--- config.mk ---
export PLATFORM = sky130hd
export DESIGN_NAME = octkey_cell
export DESIGN_NICKNAME = d
export VERILOG_FILES = /design/src/sv/octkey_pkg.sv /design/src/sv/octkey_cell.sv
export SDC_FILE = /design/constraint.sdc
export NUM_CORES = 1
export LEC_CHECK = 0
export ABC_AREA = 1
export BUFFER_PORTS_ARGS = -buffer_cell sky130_fd_sc_hd__buf_2
export CAP_MARGIN = 0
export CELL_PAD_IN_SITES_DETAIL_PLACEMENT = 1
export CELL_PAD_IN_SITES_GLOBAL_PLACEMENT = 2
export CORE_UTILIZATION = 31
export DETAILED_ROUTE_END_ITERATION = 10
export GPL_TIMING_DRIVEN = 0
export PLACE_DENSITY = 0.84
export SLEW_MARGIN = 0
export SYNTH_ARGS = -nofsm -noshare
export SYNTH_HDL_FRONTEND = slang
export SYNTH_SLANG_ARGS = --single-unit
--- constraint.sdc ---
create_clock -name clk -period 6.81 [get_ports clk]
set_clock_uncertainty 0.05 [all_clocks]
set_input_delay 1.362 -clock clk [delete_from_list [all_inputs] [get_ports clk]]
set_output_delay 1.362 -clock clk [all_outputs]
set_load 0.005 [all_outputs]
--- src/sv/octkey_pkg.sv ---
`timescale 1ns / 1ps
// octkey_pkg: shared widths, reset value and the stage record of the octree key pipeline
// used by octkey_entry, octkey_cell and octree_cell_key_generator, depends on nothing

package octkey_pkg;

  localparam int AXES       = 3;
  localparam int POS_BITS   = 32;
  localparam int EDGE_BITS  = 32;
  localparam int KEY_BITS   = 63;
  localparam int OCT_BITS   = 3;
  localparam int IN_TDATA   = 96;
  localparam int OUT_TDATA  = 64;

  localparam logic [EDGE_BITS-1:0] EDGE_RESET = 32'd65536;

  // one point in flight: per-axis saturation and division residue, key so far
  typedef struct packed {
    logic [AXES-1:0]                sat;
    logic [AXES-1:0][EDGE_BITS-1:0] rem;
    logic [KEY_BITS-1:0]            key;
    logic                           last;
  } stage_t;

endpackage

--- src/sv/octkey_cell.sv ---
`timescale 1ns / 1ps
// octkey_cell: one octree level, one restoring division step per axis
// depends on octkey_pkg

module octkey_cell (
  input  logic                             clk,
  input  logic                             rst,
  input  logic                             adv,
  input  logic [octkey_pkg::EDGE_BITS-1:0] box_edge,
  input  logic                             in_valid,
  input  octkey_pkg::stage_t               in_stage,
  output logic                             out_valid,
  output octkey_pkg::stage_t               out_stage
);

  logic [octkey_pkg::AXES-1:0][octkey_pkg::EDGE_BITS:0] dbl;
  logic [octkey_pkg::AXES-1:0][octkey_pkg::EDGE_BITS:0] diff;
  logic [octkey_pkg::OCT_BITS-1:0] oct;
  octkey_pkg::stage_t stage_next;

  always_comb begin
    stage_next = in_stage;
    for (int a = 0; a < octkey_pkg::AXES; a++) begin
      // residue below edge unless saturated, and EDGE_BITS wide, so doubling fits one extra bit
      dbl[a]  = {in_stage.rem[a], 1'b0};
      diff[a] = dbl[a] - {1'b0, box_edge};
      oct[a]  = in_stage.sat[a] || (dbl[a] >= {1'b0, box_edge});
      stage_next.rem[a] = oct[a] ? diff[a][octkey_pkg::EDGE_BITS-1:0]
                                 : dbl[a][octkey_pkg::EDGE_BITS-1:0];
    end
    stage_next.key = {in_stage.key[octkey_pkg::KEY_BITS-octkey_pkg::OCT_BITS-1:0], oct};
  end

  always_ff @(posedge clk) begin
    if (rst) begin
      out_valid <= 1'b0;
    end else if (adv) begin
      out_valid <= in_valid;
    end
  end

  always_ff @(posedge clk) begin
    if (adv) begin
      out_stage <= stage_next;
    end
  end

endmodule

==> run metrics, run 1 <==
outcome=finished, final reports clean; hold depth=2; share of the synthesized area in the top cell type=0.3451; Most common cell on crit path=nand2_1; Worst-Margin Slew=0.6796 ns; initial antenna violation count=9; EDFF count, synth=163; DRT Wirelength=59.94 mm; post-route DRC violation count=0; core area=45280 µm²; TritonCTS clock tree=yes; Slowest-stage cell, CP=nor3b_1; H-tree depth=4; cell area after synthesis=14180 µm²; synthesis-to-layout area growth=22.36%; synthesized instance count=2148; MaxCap Viol Count=0; Crit path largest cell delay=0.49 ns; synth cell count leaders=nand2_1 (924), inv_1 (415), nand3_1 (177); register area=4915 µm²; busiest grt layer=met2; DR vias=14735; P_leak=9.868 nW; WHS=0.5273 ns; final setup vio count=0; min-delay worst type=flip-flop to flip-flop; TNS Setup=0 ns; Clock Tree Buf Depth=2; Syn. warnings=0; Critical Path AT=3.95 ns; R2R depth=2; largest net degree at the start of global routing=107; GR Util met3=0.04003; synth top area cells=edfxtp_1 (35%), nand2_1 (24%), inv_1 (11%); Tcrit/Tclk final=0.5516; Worst VDD drop=0.0001669 V; worst r2r src=out_valid; Synth Register Bits=164; drt wl/cell=19.08 µm; Tot Pwr=0.003448 W; Die X=215.9 µm; Die ar.=46620 µm²; grt total ovfl=0; Max Transition Viols Final=0; CP max FO=10; R2R setup slack=6.10 ns; met2 Usage GRT=0.4279; post-synthesis async set-or-reset flop share=0; IO Count=363; first-pass GRT wire length=88.82 mm; CP startpoint kind=primary input; Crit Path Category=primary input to flip-flop; Worst-Skew Late Latency=0.49 ns; share of layout cells above drive strength 1=0.1803; GPL Wtd Cong=0.9357; Hold Vio Cnt, Final=0; worst reg2reg path endpoint=out_valid; final net count=2825; die height=215.9 µm; Yosys cell types=31; Initial DRC Count=748; Gates resized, CTS repair=0; Multi-input gate area=7482 µm²; Top delay family on crit path=simple AND/OR/NAND/NOR gates; pre-CTS setup slack=2.586 ns; most frequent cell after synthesis=nand2_1; Syn Nets=2446; Via density=4.691; hold endpoint=out_valid; part of the Yosys area used for sequential elements=0.3465; HPWL Detailed=51.35 mm; Layout fillers=5994; clock-pin slew on the worst setup and hold paths=0.07 ns; Rel. slew slack=0.5469; met1 usage=0.3375; Buf/Inv on CP=5; post-route minimum period=3.757 ns; TritonCTS Sinks=164; Finished Core Util=0.3833; hold_sp=out_valid; Data required, critical path=7.00 ns; hold buffer count at cts=0; Num CTS Buffers=17; ys flop type=edfxtp_1; Max Freq=266.2 MHz; Cell Pwr Density=198.6 nW/µm²; unrepaired setup endpoints after global routing=false; Synth Area per Inst=6.604 µm²; PortBufs=359; vias in the first global route=14706; FP Rows=78; setup bufs post-CTS=0; Routed Antenna Nets=0; Detailed Routing Iterations Pass 1=5; Root Driver=clkbuf_16; Starting Density=0.3132; leading area contributor after synthesis=edfxtp_1; GRT Overall Usage=0.2585; cell chain of the critical path=buf_2 -> inv_1 -> ha_1 -> inv_1 -> nor2_1 -> nand2_1 -> nor3b_1 -> nand3_1 -> nand2_1 -> inv_2 -> buf_1 -> nand3_1 -> nand2_1; Crit. End Element=flip-flop; setup ws final=3.053 ns
==> registers in the layout (all words and copies together), names as in the netlist <==
name and flops:
out_stage 163, out_valid 1
==> report_power, final <==
part	internal, W	switching (W)	total [W]
sequential	0.00127	0.0000360	0.00130
clock	0.000517	0.000485	0.00100
combinational	0.000393	0.000749	0.00114
==> worst reg2reg max path: stages (launching register included) <==
cell	delay (ns)
dfxtp_1	0.33
mux2i_1	0.17
nor2_1	0.06
==> metrics by stage <==
stage	instances	area (µm²)
finish	3141	17360
CTS	3140	17350
detailed placement	3108	16770
global route	3140	17350
global placement	3107	16730
floorplan	2148	14180
==> how the worst max path moves through the flow <==
| stage | slack, ns | cells past startpoint | start | endpoint |
|---|---|---|---|---|
| 4_1_cts | 3.13 | 13 | box_edge[31] | out_stage[113] |
| 3_3_place_gp | 2.09 | 3 | adv | out_valid |
| 2_1_floorplan | 3.72 | 15 | box_edge[16] | out_stage[154] |
| 6_report | 3.05 | 13 | box_edge[31] | out_stage[115] |
| 3_5_place_dp | 2.59 | 13 | box_edge[31] | out_stage[113] |
| 5_1_grt | 2.98 | 13 | box_edge[31] | out_stage[113] |
==> cell type report <==
cell class                      count  area share
Tap cell                          600     0.04325
Antenna cell                        1   0.0001442
Multi-Input combinational cell   1535      0.4311
Buffer                             30     0.01240
Inverter                          419     0.09061
Clock buffer                       17     0.02451
Sequential cell                   164      0.2832
Timing Repair Buffer              360      0.1057
Clock inverter                     15    0.009155
==> per-layer routing <==
| metal | wire length [µm] | vias up |
|---|---|---|
| li1 | - | 7393 |
| met4 | 2015 | 10 |
| met3 | 2517 | 70 |
| met5 | 65 | - |
| met2 | 27610 | 373 |
| met1 | 27730 | 6889 |
==> placed cells by master (no fill, tap or decap), drive strengths merged, types with 2 or more instances in the layout <==
cell type	n
a21o	3
a21oi	60
and2	18
buf	390
clkbuf	17
clkinv	4
clkinvlp	2
edfxtp	163
fa	3
ha	96
inv	427
nand2	951
nand3	180
nand3b	3
nand4	21
nor2	124
nor3	24
nor3b	3
o21bai	6
xnor2	3
xor2	39
==> cells by family (layout without fill, tap and decap cells) <==
| family | count (synthesis) | count (layout) | share of synthesized area |
|---|---|---|---|
| XOR/XNOR | 42 | 42 | 0.02593 |
| flip-flops | 164 | 164 | 0.3465 |
| AND/OR/NAND/NOR | 1324 | 1324 | 0.3860 |
| multiplexers | 1 | 1 | 0.0007057 |
| buffers and inverters | 449 | 841 | 0.1260 |
| adder cells (fa/ha/maj) | 99 | 99 | 0.08891 |
| other | 0 | 1 | 0 |
| AO/OA/AOI/OAI | 69 | 69 | 0.02593 |
(Power assumes the default switching activity.)
==> run 2, diff against run 1 <==
- CORE_UTILIZATION: 31 -> 29
- PLACE_DENSITY: 0.84 -> 0.79
- clock period: 6.81 -> 3.9 ns (I/O delays scaled with it)
==> run metrics, run 2 (synthesis results as in run 1) <==
min-delay worst type=primary input to flip-flop; Hold Vio Cnt, Final=0 (unchanged); setup bufs post-CTS=0 (unchanged); Finished Core Util=0.3626 (-0.02066); sequential power share=0.377 (about the same); pre-CTS setup slack=0.2718 ns (-2.315 ns); Crit path largest cell delay=0.36 ns (-0.13 ns); GPL Wtd Cong=0.9313 (-0.47%); most frequent cells in the layout=nand2_1 (924), inv_1 (415), buf_2 (374); Routed Antenna Nets=0 (unchanged); drt wl/cell=19.13 µm (+0.24%); core area=47950 µm² (+5.9%); unrepaired setup endpoints after global routing=false; Largest regs=out_stage (163), out_valid (1); register with the most flip-flops=out_stage; Clock Tree Buf Depth=2 (unchanged); grt total ovfl=0 (unchanged); FP Rows=80 (+2.6%); Largest register FFs=163 (unchanged); post-route minimum period=3.113 ns; TritonCTS clock tree=yes; CP max FO=10 (unchanged); outcome=finished, final reports clean; cell chain of the critical path=buf_2 -> inv_1 -> ha_1 -> nand2_1 -> inv_1 -> nand2_1 -> nand2_1 -> inv_1 -> nand2_1 -> a21oi_1 -> nand2_2 -> nand2_4 -> nand2_4 -> buf_6 -> nand2_1 -> nand2_1; Crit. End Element=flip-flop; TritonCTS Sinks=164 (unchanged); DP Area=16790 µm² (+0.11%); Max Transition Viols Final=0 (unchanged); Die ar.=49800 µm² (+6.8%); Rel. slew slack=0.5319 (-0.01502); Tot Pwr=0.006036 W (+75%); final setup vio count=0 (unchanged); HPWL Detailed=51.72 mm (+0.72%); IO Count=363 (unchanged); commonest non-fill, non-tap cell in the layout=nand2_1; initial antenna violation count=9 (unchanged); Cell Pwr Density=347.2 nW/µm² (+75%); Slowest-stage cell, CP=ha_1; Tcrit/Tclk final=0.7983; setup ws final=0.7867 ns (-2.267 ns); Gates resized, CTS repair=0 (unchanged); H-tree depth=4 (unchanged); Worst VDD drop=0.0003137 V (+88%); PortBufs=359 (unchanged); hold buffer count at cts=0 (unchanged); clock power share=0.293 (+0.002); Worst-Skew Late Latency=0.47 ns (-0.02 ns); Crit Path Category=primary input to flip-flop; clock-pin slew on the worst setup and hold paths=0.08 ns (about the same); Psw=0.002228 W (+75%); Most common cell on crit path=nand2_1; Critical Path AT=3.31 ns (-0.64 ns); final net count=2825 (unchanged); GRT Overall Usage=0.2461 (-0.01240); vias in the first global route=14699 (-0.048%); post-route DRC violation count=0 (unchanged); Num CTS Buffers=17 (unchanged); Worst-Margin Slew=0.6968 ns (+0.01717 ns); die height=223.2 µm (+3.4%); first-pass GRT wire length=89.83 mm (+1.1%); Data required, critical path=4.09 ns (-2.91 ns); Starting Density=0.2959 (-0.01740); share of layout cells above drive strength 1=0.1799 (-0.0003937); synthesis-to-layout area growth=22.57%; Layout Cell Area excl Fill=17390 µm² (+0.17%); Max Freq=321.2 MHz; MaxCap Viol Count=0 (unchanged); Cell Int Power=0.003809 W (+75%); Initial DRC Count=766 (+2.4%); DR vias=14593 (-0.96%); largest net degree at the start of global routing=107 (unchanged); Root Driver=clkbuf_16; CP startpoint kind=primary input; DRT Wirelength=60.41 mm (+0.79%); WHS=0.4076 ns (-0.1198 ns); logic gate share of total power=0.330 (about the same); Via density=4.621 (-1.5%); P_leak=9.869 nW (about the same); Detailed Routing Iterations Pass 1=5 (unchanged); switching part of the total=0.3691 (+0.0008775); Die X=223.2 µm (+3.4%)
[run 2: cell types whose count changed in the layout (fill, tap and decap cells not counted), sizes merged]
cell,previous run,this run
clkinv,4,5
inv,427,426
diode,1,3
[run 2: worst paths after layout]
| kind | from | endpoint | slack, ns | cells past startpoint |
|---|---|---|---|---|
| worst max-delay path | box_edge[15] | out_stage[129] | 0.79 | 16 |
| worst max register to register | out_valid | out_valid | 3.25 | 2 |
| worst min register to register | out_valid | out_valid | 0.47 | 2 |
| worst min-delay path | in_stage[46] | out_stage[49] | 0.41 | 1 |
[run 2: worst max-delay path, delay by kind of cell]
kind	cells	cell delay [ns]
simple gates	9	1.04
buf+inv	5	0.76
fa+ha+maj	1	0.36
compound gates	1	0.33
[run 2: layout make-up]
cell class,count,area (µm²)
Inverter,419,1573
Tap cell,615,769.5
Timing Repair Buffer,360,1834
Antenna cell,3,7.507
Buffer,30,215.2
Sequential cell,164,4915
Fill cell,6259,30560
Clock buffer,17,425.4
Clock inverter,15,165.2
Multi-Input combinational cell,1535,7482
[run 2: stage by stage]
| stage | std cells | setup TNS (ns) |
|---|---|---|
| floorplan | 2148 | 0 |
| global placement | 3122 | -28.36 |
| detailed placement | 3123 | 0 |
| CTS | 3155 | 0 |
| global route | 3156 | 0 |
| finish | 3158 | 0 |
[run 2: power groups by stage]
stage / sequential, W / combinational (W) / clock, W
after floorplan: 0.00234 / 0.00110 / 0
after global placement: 0.00232 / 0.00196 / 0
after detailed placement: 0.00232 / 0.00200 / 0
after CTS: 0.00228 / 0.00201 / 0.00183
after global routing: 0.00230 / 0.00224 / 0.00188
final: 0.00227 / 0.00199 / 0.00177
[run 2: routing by layer]
metal  routed length [µm]  vias up  track usage
met3                 2724       67      0.04359
li1                     -     7413            -
met1                29000     6754       0.3301
met4                 1616       12      0.08231
met2                27000      347       0.3980
met5                   68        -            0
