File: config.mk
export PLATFORM = sky130hd
export DESIGN_NAME = octkey_entry
export DESIGN_NICKNAME = d
export VERILOG_FILES = /design/src/sv/octkey_pkg.sv /design/src/sv/octkey_entry.sv
export SDC_FILE = /design/constraint.sdc
export NUM_CORES = 1
export LEC_CHECK = 0
export BUFFER_PORTS_ARGS = -buffer_cell sky130_fd_sc_hd__buf_4
export CAP_MARGIN = 20
export CORE_ASPECT_RATIO = 0.8
export CORE_MARGIN = 1
export CORE_UTILIZATION = 25
export CTS_BUF_LIST = sky130_fd_sc_hd__clkbuf_16
export DETAILED_ROUTE_END_ITERATION = 7
export GPL_TIMING_DRIVEN = 1
export SYNTH_ARGS = -nofsm -noshare
export SYNTH_HDL_FRONTEND = slang
export SYNTH_SLANG_ARGS = --single-unit
export TNS_END_PERCENT = 5
File: constraint.sdc
create_clock -name clk -period 2 [get_ports clk]
set_input_delay 0.3 -clock clk [delete_from_list [all_inputs] [get_ports clk]]
set_output_delay 0.3 -clock clk [all_outputs]
set_load 0.03 [all_outputs]
File: src/sv/octkey_pkg.sv
`timescale 1ns / 1ps
// octkey_pkg: shared widths, reset value and the stage record of the octree key pipeline
// used by octkey_entry, octkey_cell and octree_cell_key_generator, depends on nothing

package octkey_pkg;

  localparam int AXES       = 3;
  localparam int POS_BITS   = 32;
  localparam int EDGE_BITS  = 32;
  localparam int KEY_BITS   = 63;
  localparam int OCT_BITS   = 3;
  localparam int IN_TDATA   = 96;
  localparam int OUT_TDATA  = 64;

  localparam logic [EDGE_BITS-1:0] EDGE_RESET = 32'd65536;

  // one point in flight: per-axis saturation and division residue, key so far
  typedef struct packed {
    logic [AXES-1:0]                sat;
    logic [AXES-1:0][EDGE_BITS-1:0] rem;
    logic [KEY_BITS-1:0]            key;
    logic                           last;
  } stage_t;

endpackage

File: src/sv/octkey_entry.sv
`timescale 1ns / 1ps
// octkey_entry: front stage, masks the coordinates and checks them against the edge
// depends on octkey_pkg

module octkey_entry #(
  parameter int COORD_BITS = 32
) (
  input  logic                                      clk,
  input  logic                                      rst,
  input  logic                                      adv,
  input  logic                                      in_valid,
  input  logic [octkey_pkg::AXES-1:0][octkey_pkg::POS_BITS-1:0] pos,
  input  logic                                      last,
  input  logic [octkey_pkg::EDGE_BITS-1:0]          box_edge,
  output logic                                      out_valid,
  output octkey_pkg::stage_t                        out_stage
);

  localparam int USED_BITS = (COORD_BITS < octkey_pkg::POS_BITS) ?
                             COORD_BITS : octkey_pkg::POS_BITS;
  localparam logic [octkey_pkg::POS_BITS-1:0] COORD_MASK =
    {octkey_pkg::POS_BITS{1'b1}} >> (octkey_pkg::POS_BITS - USED_BITS);

  logic [octkey_pkg::AXES-1:0][octkey_pkg::POS_BITS-1:0] coord;
  octkey_pkg::stage_t stage_next;

  always_comb begin
    stage_next = '0;
    for (int a = 0; a < octkey_pkg::AXES; a++) begin
      coord[a] = pos[a] & COORD_MASK;
      // at or beyond the edge: every later midpoint test passes
      stage_next.sat[a] = (coord[a] >= box_edge);
      stage_next.rem[a] = coord[a];
    end
    stage_next.last = last;
  end

  always_ff @(posedge clk) begin
    if (rst) begin
      out_valid <= 1'b0;
    end else if (adv) begin
      out_valid <= in_valid;
    end
  end

  always_ff @(posedge clk) begin
    if (adv) begin
      out_stage <= stage_next;
    end
  end

endmodule

==> flow_summary.ini, run 1 <==
[timing]
fmax_mhz = 522
finalWorstPathRequiredPeriod_ns = 1.91
final_max_slew_viol_count = 0
setup_repair_after_global_routing_missed_its_margin = false
setup_violations = 0
clock-skew-final_ns = 0
hold_viol_final = 0
finalCritPeriodShare_pct = 95.7

[yosys]
postSynthRegisterBits = 101
post_synth_instance_area_mm2 = 0.00567
synthArstFlopShare_pct = 0
synth_enable_flop_cells = 100
netlist_instances = 426
synth.lib_cells_used.distinct = 33
ys_warn_count = 0
synthFlopType = sky130_fd_sc_hd__edfxtp_1
avgSynthCellArea_um2 = 13.3
synth.yosys.seq_area_share_pct = 53.3

[floorplan]
area_enclosed_by_the_die_boundary_mm2 = 0.0233
die_x_um = 170
design.portCount = 297
core_mm2 = 0.0219
initial_standard_cell_utilization_of_the_core_pct = 25.9
die_height_um = 137
row_count = 48

[cells_and_area]
antennaDiodeCount = 0
final-instance-count-excl-fill = 998
final_util_pct = 36.9
fillerInstances = 2185
final_instance_area_mm2 = 0.00810
design.final.nets = 922
post_route_cells_drive_above_1_share_pct = 41.3
mostFrequentLayoutCells = sky130_fd_sc_hd__buf_4 (255), sky130_fd_sc_hd__edfxtp_1 (100), sky130_fd_sc_hd__ha_1 (95)
layout_commonest_cell = sky130_fd_sc_hd__buf_4
flow.area_growth_from_synthesis_pct = 42.8

[drt]
routed_via_density = 4.06
route.vias.total = 4056
route.antenna.remaining_nets = 0
detail_route.wl_per_cell_um = 15.8
postRouteWirelength_um = 15700
drc = 0
firstDrtPassIters = 4
dr.first_iter.drc_count = 154

[clock_tree]
clock_tree.htree_level_count = 3
tritoncts.num_buffers = 9
worst_skew_pair.late_latency_ns = 0.34
post_cts.repair.setup_buffers = 0
cts_tree = done
cts_root_buffer = sky130_fd_sc_hd__clkbuf_16
clk_pin_slew_worst_paths_ns = 0.07
tritoncts_num_sinks = 101
cts_max_path_buffers = 2
cts-hold-fix-buffers = 0

[critical_path]
critical_path_class = input pin to register
crit_top_cell = sky130_fd_sc_hd__buf_4
critPathCaptureType = register
path_delay_family = compound AO/OA/AOI/OAI gates
cp.required_ns = 2.11
worstRegToRegCells = 2
worst-path-buf-inv = 3
crit_path_max_incr_delay_ns = 0.40
timing.critical_path.fanout_max = 3
critPathLaunchType = input pin
worstPathCellList = buf_4 -> inv_1 -> ha_1 -> and4_1 -> a221o_1 -> a2111oi_4 -> buf_4 -> o21ai_2
timing.critical_path.arrival_ns = 2.02
crit_path_top_delay_cell = sky130_fd_sc_hd__a221o_1
critical_path_depth = 8

[hold_path]
type_of_the_tightest_min_delay_check = input pin to register
min_delay_path_depth = 2

[grt]
grtUsageTotal_pct = 13.4
grt_overflow = 0
grt_pass1_wl_um = 22600
vias_in_the_first_global_route = 3891
grt_antenna_before_repair = 0
grt_start_max_net_pins = 58

[placement]
placed_cells_incl_taps = 982
detailedPlacementHpwl_um = 13200
dpl_cell_area_mm2 = 0.00776
place_congestion = 0.797
portBuffers = 233

[outcome]
status = finished clean

[power_and_ir_drop]
power.static_leakage_nw = 3.82
pwr_density_cell_mw_per_mm2 = 720
max-vdd-ir-drop_mv = 0.329

[job]
drv_cap = 0
-- synthesized netlist by cell type, drive strengths merged (4+ instances only) --
| library cell | number | area share, % |
|---|---|---|
| o21ai | 10 | 0.88 |
| ha | 96 | 21 |
| a21o | 11 | 1.5 |
| inv | 34 | 2.3 |
| nand4 | 13 | 1.4 |
| a211oi | 4 | 0.53 |
| nand3 | 13 | 1.1 |
| edfxtp | 100 | 53 |
| and4 | 4 | 0.62 |
| nand2 | 8 | 0.53 |
| a21oi | 26 | 2.4 |
| a2111oi | 5 | 1.3 |
| nor2 | 12 | 0.79 |
| buf | 63 | 8.3 |
-- flip-flops by register name (all words and copies together) (netlist names) --
| name | flops |
|---|---|
| out_stage | 100 |
| out_valid | 1 |
-- layer usage --
metal	wire length, µm	share of wire [%]	vias to the layer above	track usage (%)
met5	0	0	-	0
met4	133	0.85	0	3.15
met3	1230	7.8	9	4.11
met2	7050	45	192	21.0
met1	7310	47	1839	17.9
li1	-	-	2016	-
-- worst register-to-register path, delay by kind of cell (launching register included) --
kind / cells / cell delay (ns)
mux: 1 / 0.12
flops: 1 / 0.32
simple gates: 1 / 0.05
-- logic make-up (layout without fill, tap and decap cells) --
family	Yosys count	in the layout	synth area share [%]
AND/OR/NAND/NOR	58	58	5.54
AO/OA/AOI/OAI	72	72	9.12
other	1	63	0.0661
adder cells (fa/ha/maj)	96	96	21.2
flip-flops	101	101	53.3
buffers and inverters	97	307	10.6
multiplexers	1	1	0.177
-- what timing repair did --
action	in CTS	in global routing
resized for setup	4	10
pin swaps	2	6
setup endpoints to repair	2	3
-- area by class of cell --
cell class	count	area (µm²)	area share, %
clock buffer	9	225	2.78
tap	300	375	4.64
multi-input combinational	290	2330	28.8
inverter	34	128	1.58
clock inverter	7	60.1	0.742
sequential	101	3020	37.3
timing repair buffer	257	1950	24.1
-- worst paths after layout --
check | slack, ns | from | to
min reg2reg | 0.51 | out_valid$_SDFFE_PP0P_ | out_valid$_SDFFE_PP0P_
min | 0.1 | rst | out_valid$_SDFFE_PP0P_
max | 0.09 | box_edge[22] | out_stage[161]$_DFFE_PP_
max reg2reg | 1.42 | out_valid$_SDFFE_PP0P_ | out_valid$_SDFFE_PP0P_
-- through the flow --
step / total power [W] / TNS, ns / setup slack, ns / hold WS, ns
floorplan: 0.00353 / 0 / 0.123 / 0.372
global placement: 0.00415 / -1.88 / -1.27 / 0.460
detailed placement: 0.00416 / -1.38 / -0.631 / 0.464
CTS: 0.00592 / -0.00557 / -0.00557 / 0.0779
global route: 0.00613 / 0 / 0.00970 / 0.0912
finish: 0.00583 / 0 / 0.0859 / 0.0981
-- power breakdown --
group          switching, W  internal [W]
Sequential        0.0000492       0.00251
Clock              0.000846      0.000863
Combinational      0.000944      0.000613
(Power assumes the default switching activity.)
==> inputs of run 2 (changes only) <==
CORE_UTILIZATION = 41   (was 25)
PLACE_DENSITY = 0.77   (was default)
==> run 2 against run 1 <==
Non-clock buffer count down 7; utilization rose by 21 points; largest power group unchanged; critical path type unchanged; combinational power about the same; critical endpoint is now out_stage[162]$_DFFE_PP_; via count is 4.8% higher.
==> flow_summary.ini, run 2 (synthesis results as in run 1) <==
[floorplan]
die_x_um = 133
row_count = 38
design.portCount = 297
core_mm2 = 0.0135
area_enclosed_by_the_die_boundary_mm2 = 0.0143
initial_standard_cell_utilization_of_the_core_pct = 42.0
die_height_um = 107

[power_and_ir_drop]
pwr_density_cell_mw_per_mm2 = 747
max-vdd-ir-drop_mv = 0.404
power.static_leakage_nw = 3.79

[timing]
finalCritPeriodShare_pct = 95.7
finalWorstPathRequiredPeriod_ns = 1.91
setup_repair_after_global_routing_missed_its_margin = false
hold_viol_final = 0
fmax_mhz = 522
final_max_slew_viol_count = 0
clock-skew-final_ns = 0
setup_violations = 0

[critical_path]
timing.critical_path.fanout_max = 3
cp.required_ns = 2.09
critPathCaptureType = register
critPathLaunchType = input pin
critical_path_class = input pin to register
timing.critical_path.arrival_ns = 2.00

[grt]
grt_pass1_wl_um = 22200
grt_antenna_before_repair = 0
grt_overflow = 0
vias_in_the_first_global_route = 4242
grt_start_max_net_pins = 65
grtUsageTotal_pct = 20.6

[cells_and_area]
largest_register_ff_count = 100
mostFrequentLayoutCells = sky130_fd_sc_hd__buf_4 (248), sky130_fd_sc_hd__edfxtp_1 (100), sky130_fd_sc_hd__ha_1 (96)
final-instance-count-excl-fill = 871
largest-register = out_stage
layout_commonest_cell = sky130_fd_sc_hd__buf_4
antennaDiodeCount = 0
largestRegisters = out_stage x100, out_valid x1
fillerInstances = 1108
design.final.nets = 915
final_instance_area_mm2 = 0.00789
post_route_cells_drive_above_1_share_pct = 39.7
flow.area_growth_from_synthesis_pct = 39.1

[placement]
portBuffers = 233
placed_cells_incl_taps = 855
dpl_cell_area_mm2 = 0.00756
place_congestion = 0.839
detailedPlacementHpwl_um = 12400

[clock_tree]
post_cts.repair.setup_buffers = 0
cts-hold-fix-buffers = 0
cts_max_path_buffers = 2
tritoncts.num_buffers = 9
tritoncts_num_sinks = 101
clk_pin_slew_worst_paths_ns = 0.07
cts_tree = done
cts_root_buffer = sky130_fd_sc_hd__clkbuf_16
clock_tree.htree_level_count = 3
worst_skew_pair.late_latency_ns = 0.34

[outcome]
status = finished clean

[hold_path]
type_of_the_tightest_min_delay_check = input pin to register

[drt]
route.vias.total = 4251
detail_route.wl_per_cell_um = 17.2
dr.first_iter.drc_count = 188
drc = 0
firstDrtPassIters = 4
postRouteWirelength_um = 15000
route.antenna.remaining_nets = 0
routed_via_density = 4.88

[job]
drv_cap = 0
[run 2: through the flow]
step	setup TNS, ns	utilization (%)	power, W	hold slack, ns	setup slack, ns
2_1_floorplan	0	-	0.00353	0.372	0.123
3_3_place_gp	-0.880	56.0	0.00408	0.463	-0.434
3_5_place_dp	-1.02	56.0	0.00414	0.466	-0.464
4_1_cts	0	58.3	0.00593	0.0896	0.0474
5_1_grt	0	58.4	0.00613	0.0903	0.0132
6_report	0	58.4	0.00589	0.103	0.0858
[run 2: layer usage]
metal  track usage, %  up-vias  part of all wire, %
met3             4.26       26                  7.8
met2             37.7      221                   52
met1             23.7     2002                   38
met5                0        -                    0
li1                 -     2002                    -
met4             7.95        0                  2.4
[run 2: final timing paths]
check / start / to / slack (ns) / cells after the start
setup reg to reg: out_valid$_SDFFE_PP0P_ / out_valid$_SDFFE_PP0P_ / 1.41 / 2
setup / recovery: box_edge[17] / out_stage[162]$_DFFE_PP_ / 0.09 / 8
hold / removal: rst / out_valid$_SDFFE_PP0P_ / 0.10 / 2
hold reg to reg: out_valid$_SDFFE_PP0P_ / out_valid$_SDFFE_PP0P_ / 0.51 / 2
[run 2: report_power, final]
part           internal [W]  leakage, nW  switching, W
Clock              0.000987        0.149      0.000804
Combinational      0.000598         2.65      0.000939
Sequential          0.00251        0.987     0.0000506
[run 2: what timing repair did]
| item | CTS | global route |
|---|---|---|
| hold endpoints to repair | 0 | 0 |
| endpoints found under the setup margin | 1 | 1 |
| gates resized for setup | 2 | 1 |
[run 2: layout make-up]
type | instances | area [µm²] | share of cell area, %
timing repair buffer | 250 | 1900 | 24.1
tap | 180 | 225 | 2.86
inverter | 34 | 128 | 1.62
clock buffer | 9 | 225 | 2.86
clock inverter | 7 | 85.1 | 1.08
sequential | 101 | 3020 | 38.3
multi-input combinational | 290 | 2300 | 29.1
[run 2: critical path: stages]
cell,delay [ns]
sky130_fd_sc_hd__buf_4,0.11
sky130_fd_sc_hd__inv_1,0.11
sky130_fd_sc_hd__ha_1,0.26
sky130_fd_sc_hd__a21oi_1,0.18
sky130_fd_sc_hd__o21ai_1,0.13
sky130_fd_sc_hd__a221o_1,0.40
sky130_fd_sc_hd__a2111oi_4,0.39
sky130_fd_sc_hd__o21ai_1,0.11
==> inputs of run 3 (changes only) <==
ABC_AREA = 1   (was default)
CORE_UTILIZATION = 42   (was 41)
PLACE_DENSITY = 0.78   (was 0.77)
==> run 3 against run 2 <==
Global-route usage decreased by 0.85 points; synthesized area is 3.3% higher; cell area grew 0.35%; non-clock buffer count is 15 lower; clock skew did not move; critical path type unchanged; critical endpoint is now out_stage[160]$_DFFE_PP_; largest cell class unchanged; highest routed layer unchanged.
==> flow_summary.ini, run 3 <==
[critical_path]
cp.required_ns = 2.10
critPathLaunchType = input pin
crit_path_max_incr_delay_ns = 0.27
r2r_end = out_valid$_SDFFE_PP0P_
timing.critical_path.fanout_max = 3
crit_top_cell = sky130_fd_sc_hd__nand2_1
setup.worst_path.start = box_edge[7]
worst-path-buf-inv = 3
startpoint_of_the_worst_slack_reg_to_reg_timing_path = out_valid$_SDFFE_PP0P_
critical_path_class = input pin to register
worstRegToRegCells = 2
path_delay_family = simple AND/OR/NAND/NOR gates
critPathCaptureType = register
worstSetupEndpoint = out_stage[160]$_DFFE_PP_
timing.critical_path.arrival_ns = 1.49
crit_path_top_delay_cell = sky130_fd_sc_hd__ha_1
worstPathCellList = buf_4 -> inv_1 -> ha_1 -> nand2_1 -> inv_2 -> nand2_1 -> nand2_1 -> nor2_1 -> nand2_1 -> nand2_1 -> nand2_1 -> nand2_1 -> nand2_1
critical_path_depth = 13
regToRegSetupSlack_ns = 1.42

[yosys]
netlist.area_leader.share_pct = 51.3
synth_area_leaders = sky130_fd_sc_hd__edfxtp_1 (51%), sky130_fd_sc_hd__ha_1 (21%), sky130_fd_sc_hd__buf_4 (8.1%)
synth.lib_cells_used.distinct = 19
synthFlopType = sky130_fd_sc_hd__edfxtp_1
synth.most_common_cell = sky130_fd_sc_hd__nand2_1
synth_enable_flop_cells = 100
netlist.top_cell.by_area = sky130_fd_sc_hd__edfxtp_1
post_synth_instance_area_mm2 = 0.00586
netlist_instances = 534
netlist_top_cells_count = sky130_fd_sc_hd__nand2_1 (111), sky130_fd_sc_hd__edfxtp_1 (100), sky130_fd_sc_hd__ha_1 (96), sky130_fd_sc_hd__buf_4 (63), sky130_fd_sc_hd__inv_1 (60)
avgSynthCellArea_um2 = 11.0
postSynthRegisterBits = 101
ys_warn_count = 0
synth.yosys.seq_area_share_pct = 51.6
synthArstFlopShare_pct = 0

[placement]
place_congestion = 0.825
portBuffers = 233
dpl_cell_area_mm2 = 0.00763
detailedPlacementHpwl_um = 11900

[timing]
fmax_mhz = 716
timing.setup.tns_ns = 0
setup_violations = 0
hold_viol_final = 0
finalWorstPathRequiredPeriod_ns = 1.40
clock-skew-final_ns = 0
setup_repair_after_global_routing_missed_its_margin = false
final_max_slew_viol_count = 0
finalCritPeriodShare_pct = 69.8

[drt]
routed_via_density = 4.54
route.antenna.remaining_nets = 0
firstDrtPassIters = 4
dr.first_iter.drc_count = 160
detail_route.wl_per_cell_um = 14.8
drc = 0
route.vias.total = 4370
postRouteWirelength_um = 14300

[clock_tree]
cts_root_buffer = sky130_fd_sc_hd__clkbuf_16
clk_pin_slew_worst_paths_ns = 0.07
cts_max_path_buffers = 2
cts_tree = done
cts-hold-fix-buffers = 0
tritoncts_num_sinks = 101
tritoncts.num_buffers = 9
post_cts.repair.setup_buffers = 0
ctsResizeCount = 0
clock_tree.htree_level_count = 3
worst_skew_pair.late_latency_ns = 0.34

[power_and_ir_drop]
pwr_density_cell_mw_per_mm2 = 727
cell_internal_pwr_w = 0.00394
max-vdd-ir-drop_mv = 0.352
fraction_of_power_consumed_by_sequential_logic_pct = 44.5
netSwitchingPower_w = 0.00181
power.share.clock_pct = 29.2
power_frac_comb_pct = 26.2
power.static_leakage_nw = 3.98
swShare_pct = 31.6

[cells_and_area]
layout_commonest_cell = sky130_fd_sc_hd__buf_4
flow.area_growth_from_synthesis_pct = 35.1
largest-register = out_stage
design.final.nets = 1008
fillerInstances = 1168
final_instance_area_mm2 = 0.00791
mostFrequentLayoutCells = sky130_fd_sc_hd__buf_4 (233), sky130_fd_sc_hd__nand2_1 (111), sky130_fd_sc_hd__edfxtp_1 (100)
antennaDiodeCount = 0
largestRegisters = out_stage x100, out_valid x1
largest_register_ff_count = 100
post_route_cells_drive_above_1_share_pct = 32.4

[grt]
grt_overflow = 0
grt_start_max_net_pins = 55
grt_antenna_before_repair = 0
vias_in_the_first_global_route = 4106
grt_pass1_wl_um = 21600
grtUsageTotal_pct = 19.8

[floorplan]
area_enclosed_by_the_die_boundary_mm2 = 0.0144
core_mm2 = 0.0136
die_x_um = 134
row_count = 38
die_height_um = 108
initial_standard_cell_utilization_of_the_core_pct = 43.1
design.portCount = 297

[outcome]
status = finished clean

[hold_path]
timing.hold.worst.start = rst
type_of_the_tightest_min_delay_check = input pin to register

[job]
drv_cap = 0
run 3: cell types whose count changed after synthesis, moves of 4 or more:
cell / delta
sky130_fd_sc_hd__a21o_1: -7
sky130_fd_sc_hd__nor2_1: +19
sky130_fd_sc_hd__a21oi_1: +18
sky130_fd_sc_hd__nand4_1: -8
sky130_fd_sc_hd__inv_1: +26
sky130_fd_sc_hd__a211oi_1: -4
sky130_fd_sc_hd__nand2_1: +103
sky130_fd_sc_hd__o21ai_1: -4
sky130_fd_sc_hd__and4_1: -4
sky130_fd_sc_hd__nand3_1: -13
sky130_fd_sc_hd__o21a_1: +4
run 3: kinds of logic after synthesis:
logic type      Yosys count  share of synthesized area, %
simple gates            151                          10.1
other cells               1                        0.0640
mux                       1                         0.171
flops                   101                          51.6
buf+inv                 124                          12.0
fa+ha+maj                96                          20.5
compound gates           60                          5.55
run 3: power by group through the flow:
stage	Combinational (W)	Sequential, W	Clock [W]
3_5_place_dp	0.00151	0.00261	0
3_3_place_gp	0.00149	0.00260	0
6_report	0.00151	0.00256	0.00168
5_1_grt	0.00165	0.00257	0.00180
2_1_floorplan	0.000605	0.00295	0
4_1_cts	0.00152	0.00256	0.00173
run 3: how the worst min path moves through the flow:
stage / to / slack, ns / cells past startpoint
finish: out_valid$_SDFFE_PP0P_ / 0.11 / 2
global route: out_valid$_SDFFE_PP0P_ / 0.10 / 2
CTS: out_valid$_SDFFE_PP0P_ / 0.09 / 2
detailed placement: out_valid$_SDFFE_PP0P_ / 0.46 / 2
global placement: out_valid$_SDFFE_PP0P_ / 0.46 / 2
floorplan: out_valid$_SDFFE_PP0P_ / 0.37 / 1
run 3: layer usage:
metal / GRT usage, % / routed length (µm)
met1: 24.5 / 6030
met2: 35.5 / 7100
met3: 3.81 / 1060
met4: 4.82 / 100
met5: 0 / 0
run 3: layout make-up:
| cell class | instances | area, µm² | area share (%) |
|---|---|---|---|
| flip-flops and latches | 101 | 3020 | 38.2 |
| repair buffers | 235 | 1790 | 22.6 |
| multi-input cells | 371 | 2370 | 29.9 |
| clock buffers | 9 | 225 | 2.85 |
| well taps | 180 | 225 | 2.85 |
| clock inverters | 6 | 55.1 | 0.696 |
| inverters | 61 | 229 | 2.89 |
run 3: through the flow:
step	util, %	cells	hold slack [ns]	total power (W)	setup WS [ns]
6_report	58.2	963	0.112	0.00575	0.604
5_1_grt	58.2	963	0.103	0.00602	0.526
4_1_cts	58.2	963	0.0938	0.00581	0.615
3_5_place_dp	56.1	948	0.463	0.00412	0.245
3_3_place_gp	56.1	948	0.458	0.00409	0.249
2_1_floorplan	-	596	0.372	0.00356	0.614
